--- src/hdl/fba_pkg.sv ---
// shared types, constants and search helpers for the frame bitmap allocator
package fba_pkg;

   localparam int MAX_FRAMES = 4096;
   localparam int WORD_W     = 32;
   localparam int WORDS      = MAX_FRAMES / WORD_W;
   localparam int WIDX_W     = $clog2(WORDS);
   localparam int BIT_W      = $clog2(WORD_W);
   localparam int FRAME_W    = 12;
   localparam int CNT_W      = 13;
   localparam int LIMIT_W    = CNT_W - BIT_W;
   localparam int GROUP_W    = 8;
   localparam int LANE_W     = $clog2(GROUP_W);
   localparam int GROUPS     = WORDS / GROUP_W;
   localparam int GIDX_W     = $clog2(GROUPS);
   localparam int QDEPTH     = 2;
   localparam int QCNT_W     = $clog2(QDEPTH + 1);

   localparam logic [CNT_W-1:0] FRAME_COUNT_RESET = CNT_W'(MAX_FRAMES);

   typedef enum logic [1:0] {
      MODE_ALLOC = 2'd0,
      MODE_FREE  = 2'd1,
      MODE_TEST  = 2'd2,
      MODE_NONE  = 2'd3
   } mode_type;

   typedef enum logic [1:0] {
      KIND_ECHO  = 2'd0,
      KIND_ALLOC = 2'd1,
      KIND_FREE  = 2'd2,
      KIND_TEST  = 2'd3
   } kind_type;

   typedef struct packed {
      logic [1:0]         mode;
      logic [FRAME_W-1:0] entry_frame;
      logic               for_kernel;
      logic               want_writable;
   } req_type;

   typedef struct packed {
      logic [FRAME_W-1:0] new_frame;
      logic               present;
      logic               writable;
      logic               user_mode;
      logic               out_of_frames;
      logic               frame_in_use;
   } rsp_type;

   typedef struct packed {
      kind_type           kind;
      logic [FRAME_W-1:0] frame;
      logic               writable;
      logic               user_mode;
   } cmd_type;

   // lowest set bit of the group summary
   function automatic logic [GIDX_W-1:0] first_group(input logic [GROUPS-1:0] v);
      logic [GIDX_W-1:0] r;
      r = '0;
      for (int i = GROUPS - 1; i >= 0; i--) begin
         if (v[i]) r = GIDX_W'(i);
      end
      return r;
   endfunction

   // lowest set bit within one group of words
   function automatic logic [LANE_W-1:0] first_lane(input logic [GROUP_W-1:0] v);
      logic [LANE_W-1:0] r;
      r = '0;
      for (int i = GROUP_W - 1; i >= 0; i--) begin
         if (v[i]) r = LANE_W'(i);
      end
      return r;
   endfunction

   // lowest clear bit of a bitmap word
   function automatic logic [BIT_W-1:0] first_zero(input logic [WORD_W-1:0] v);
      logic [BIT_W-1:0] r;
      r = '0;
      for (int i = WORD_W - 1; i >= 0; i--) begin
         if (!v[i]) r = BIT_W'(i);
      end
      return r;
   endfunction

endpackage

--- src/hdl/fba_front.sv ---
// front end: classifies request beats and holds them in a short command queue
module fba_front
   import fba_pkg::*;
(
   input  logic    clock,
   input  logic    reset,
   input  logic    req_valid,
   output logic    req_stall,
   input  req_type req_data,
   output logic    head_valid,
   output cmd_type head_cmd,
   input  logic    head_pop
);

   cmd_type            cmd_w;
   cmd_type            q_ff [QDEPTH];
   logic               wr_ptr_ff, wr_ptr_in;
   logic               rd_ptr_ff, rd_ptr_in;
   logic [QCNT_W-1:0]  count_ff, count_in;
   logic               push;

   // classify
   always_comb begin
      cmd_w.frame     = req_data.entry_frame;
      cmd_w.writable  = req_data.want_writable;
      cmd_w.user_mode = ~req_data.for_kernel;
      unique case (req_data.mode)
         MODE_ALLOC: cmd_w.kind = (req_data.entry_frame == '0) ? KIND_ALLOC : KIND_ECHO;
         MODE_FREE:  cmd_w.kind = (req_data.entry_frame == '0) ? KIND_ECHO : KIND_FREE;
         MODE_TEST:  cmd_w.kind = KIND_TEST;
         default:    cmd_w.kind = KIND_ECHO;
      endcase
   end

   assign req_stall  = (count_ff == QCNT_W'(QDEPTH));
   assign push       = req_valid && !req_stall;
   assign head_valid = (count_ff != '0);
   assign head_cmd   = q_ff[rd_ptr_ff];

   always_comb begin
      wr_ptr_in = push ? ~wr_ptr_ff : wr_ptr_ff;
      rd_ptr_in = head_pop ? ~rd_ptr_ff : rd_ptr_ff;
      count_in  = count_ff;
      if (push && !head_pop) count_in = count_ff + QCNT_W'(1);
      else if (!push && head_pop) count_in = count_ff - QCNT_W'(1);
   end

   always_ff @(posedge clock) begin
      if (reset) begin
         wr_ptr_ff <= 1'b0;
         rd_ptr_ff <= 1'b0;
         count_ff  <= '0;
      end else begin
         wr_ptr_ff <= wr_ptr_in;
         rd_ptr_ff <= rd_ptr_in;
         count_ff  <= count_in;
      end
   end

   always_ff @(posedge clock) begin
      if (push) q_ff[wr_ptr_ff] <= cmd_w;
   end

   a_count_bound: assert property (@(posedge clock) disable iff (reset)
      count_ff <= QCNT_W'(QDEPTH))
      else $error("command queue over capacity");

   a_pop_nonempty: assert property (@(posedge clock) disable iff (reset)
      head_pop |-> count_ff != '0)
      else $error("pop from empty command queue");

   a_fill: assert property (@(posedge clock) disable iff (reset)
      (push && !head_pop && count_ff == QCNT_W'(1)) |=> req_stall)
      else $error("queue full but request not stalled");

endmodule

--- config.mk ---
export PLATFORM = sky130hd
export DESIGN_NAME = fba_front
export DESIGN_NICKNAME = d
export VERILOG_FILES = /design/src/hdl/fba_pkg.sv /design/src/hdl/fba_front.sv
export SDC_FILE = /design/constraint.sdc
export NUM_CORES = 1
export LEC_CHECK = 0
export ABC_CLOCK_PERIOD_IN_PS = 5000
export BUFFER_PORTS_ARGS = -buffer_cell sky130_fd_sc_hd__buf_2
export CORE_ASPECT_RATIO = 1.75
export CORE_MARGIN = 2
export CORE_UTILIZATION = 54
export CTS_CLUSTER_SIZE = 24
export DETAILED_ROUTE_END_ITERATION = 10
export PLACE_DENSITY = 0.91
export SLEW_MARGIN = 40
export SYNTH_ARGS = -nofsm -noshare
export SYNTH_HDL_FRONTEND = slang
export SYNTH_SLANG_ARGS = --single-unit
--- constraint.sdc ---
create_clock -name clock -period 5 [get_ports clock]
set_input_delay 1.5 -clock clock [delete_from_list [all_inputs] [get_ports clock]]
set_output_delay 1.5 -clock clock [all_outputs]
set_load 0.01 [all_outputs]
==> summary by stage <==
Layout
The post-synthesis to final-layout area growth is 22.3%. Measured on the finished design, the core utilization comes to 69.5%. The cell area after layout is 1730 um^2. Counting the fill cells in the layout gives 178. Leaving out fill and tap cells, the most frequent cell in the layout is buf_2. In the final layout, the share of cells above drive strength 1 is 50.4%. The number of antenna diodes in the final layout is 0. In the final design database the tool counted between 100 and 150 nets. Leaving out fill and tap cells, the most frequent cells in the layout are 37 x buf_2, 32 x edfxtp_1, 17 x mux2_2.

Routing
Signal routing reaches up to met4. The final layout contains routed wiring with a total length of 2.36 mm. The routed metal-1 wirelength is ~820 um. The detailed router finished its first iteration with 11 violations. After detailed routing, the number of vias per cell comes to 5.45. For this block, the via count after detailed routing is 823. The average wire per standard cell is 15.6 um. The DRC violation count after routing is 0. The count of nets left with antenna violations once routing finished came out at 0. After detailed routing, the met3 layer carries 173 um of wire. The met2 wire length is ~1.3 mm. The first detailed-routing pass ran for 4 iterations.

Yosys
After synthesis, the mean cell area works out to 17.3 um^2. The count of flip-flops with a built-in enable after synthesis is 32. After technology mapping, the gate count stands at 82.

The synthesized netlist contains 18 unique library cells. The synthesized flop and latch total is 37. Sequential cells were found to cover between 70% and 80% of the synthesized design area.

Yosys printed 0 warnings. Synthesis produced a netlist with a net count of 103. The main flop type after synthesis is edfxtp_1. Counting flops with an async set or reset pin after synthesis yields a share of 0%. The summed instance area of the synthesized netlist is 1420 um^2.

GRT
Across every metal layer, demand over resource in global routing totals 17.4%. The number of antenna violations at the first check in global routing came to 0. The first global-routing pass estimated 3.79 mm of wire. The total grt overflow is 0. The via count of the first global-routing pass is 880.

The pin count of the biggest net entering global routing is 17.

STA
The number of pins with negative max-slew slack in the final report is 0. At the pin with the least slew margin, the transition time is 0.745 ns. The normalized max-slew margin is 50.3%. The summed negative setup slack over all endpoints is 0 ns. The final-report hold violation count was 0.

The maximum achievable frequency is 320 MHz. Setup repair after global routing left no endpoint under its margin. Across the routed clock network, the largest skew measured is approximately 0.0080 ns. Of the available clock period, the critical path in the final layout requires 62.4%. The post-layout minimum cycle time is 3.12 ns. The number of failing setup endpoints in the final timing report is 0. After layout, the worst setup slack is between 1.5 and 2 ns. The tightest hold path in the finished design has a slack of 0.505 ns.

Floorplanning
The number of standard-cell rows in the floorplan is 24. The height of the chip is 71.8 um. The die covers 3060 um^2. The total core area is 2490 um^2.

From left edge to right edge, the die measures 42.7 um. Once the floorplan was initialized, standard cells occupied 56.8% of the core. Pin placement for this block handled 38 I/O pins.

Pwr
Internal power comes to about 0.57 mW. The areal power density over the cells is 430 nW/um^2. The switching power share of the total is 23.2%. The switching power of the nets is 0.173 mW. The combinational cell fraction of total power is ~15%. In this run, flip-flops and latches consume 52.2% of the power. The part of the power in the clock network is approximately 33%. The static leakage is 0.680 nW. The worst IR drop on VDD is 330 uV.

Critical path
STA puts the critical path data required time at 3.50 ns. The worst setup path is launched from a flop. Data arrives at the worst endpoint at 1.62 ns. The worst setup path is captured at an output pin. Of all nets on the critical path, the largest fanout is 16. The type of the setup path with the least slack is reg -> out.

CTS
The later pin in the worst-skew pair is clocked with a latency of 0.29 ns. The H-tree generated during clock tree synthesis spans 2 levels. Hold repair after CTS inserted 0 buffers. The worst-case clock buffer depth is 2. TritonCTS built the clock tree. Gates resized during post-CTS repair numbered 0.

The CTS buffer count is 5. The clock-pin slew reported for the worst setup and hold paths after clock tree synthesis is 0.07 ns. The master cell of the clock root buffer is clkbuf_8. Counting every sink on the clock net gives 37.

Buffers added to address setup during post-CTS repair amount to 0.

Placed design
The weighted congestion reported at the end of routability-driven placement is 0.677. Input and output buffers added on the ports amount to 37. The placed instances occupy a cell area of 1620 um^2. The pre-CTS setup slack is 2.14 ns. The detailed placer's ending HPWL is about 1.7 mm.

Worst hold path
The classification of the worst-slack hold path is reg -> reg.

Status
The run finished with clean final reports.

Job
The tool flagged a number of max-cap violations equal to 0.
[synthesized netlist by cell type (2+ instances only)]
| library cell | number | area share [%] |
|---|---|---|
| xor2_1 | 2 | 1.2 |
| nor4_1 | 3 | 1.3 |
| mux2_2 | 17 | 14 |
| inv_1 | 4 | 1.1 |
| or3_1 | 2 | 0.88 |
| edfxtp_1 | 32 | 68 |
| nor2_1 | 5 | 1.3 |
| a21oi_1 | 2 | 0.71 |
| dfxtp_1 | 5 | 7.1 |
| o21ai_0 | 2 | 0.71 |
[state kept, by name (all words and copies together), names as in the netlist, named ones only]
signal / count
q_ff: 32
count_ff: 2
rd_ptr_ff: 1
wr_ptr_ff: 1
[cell families (layout without fill, tap and decap cells)]
kind of cell,count (synthesis),count (layout),synth area share [%]
compound gates,5,5,1.86
buf+inv,6,49,1.94
xor+xnor,3,3,1.86
fa+ha+maj,1,1,0.883
mux,17,17,13.5
simple gates,13,13,5.04
flops,37,37,74.9
[area by class of cell]
| class | count | area (um^2) | share of cell area [%] |
|---|---|---|---|
| well taps | 26 | 32.5 | 1.88 |
| repair buffers | 37 | 185 | 10.7 |
| flip-flops and latches | 37 | 1060 | 61.3 |
| clock inverters | 3 | 41.3 | 2.38 |
| multi-input cells | 39 | 328 | 18.9 |
| inverters | 4 | 15.0 | 0.867 |
| clock buffers | 5 | 68.8 | 3.97 |
[per-layer routing]
| layer | GRT usage (%) | vias up |
|---|---|---|
| met1 | 16.8 | 396 |
| li1 | - | 390 |
| met3 | 7.30 | 6 |
| met5 | 0 | - |
| met2 | 30.6 | 31 |
| met4 | 8.33 | 0 |
[stage by stage]
stage | std cells | total power, mW
finish | 151 | 0.745
global placement | 143 | 0.499
global route | 151 | 0.779
CTS | 151 | 0.755
detailed placement | 143 | 0.508
floorplan | 82 | 0.461
[worst paths after layout]
path,startpoint,to,slack (ns),depth (start not counted)
worst max register to register,count_ff[0],q_ff[0][2],3.32,3
worst max-delay path,flop,head_cmd[15],1.88,2
worst min register to register,wr_ptr_ff,wr_ptr_ff,0.51,2
worst min-delay path,wr_ptr_ff,wr_ptr_ff,0.51,2
[power by group through the flow]
stage	clock, mW	sequential [mW]	combinational [mW]
floorplan	0	0.387	0.0742
global placement	0	0.393	0.106
detailed placement	0	0.397	0.112
CTS	0.253	0.390	0.113
global route	0.264	0.393	0.122
finish	0.245	0.389	0.111
[critical path, stage by stage (launching register included)]
cell and delay, ns:
dfxtp_1 0.76, mux2_2 0.43, buf_2 0.14
Note: power is estimated with default switching activity, not from simulation.
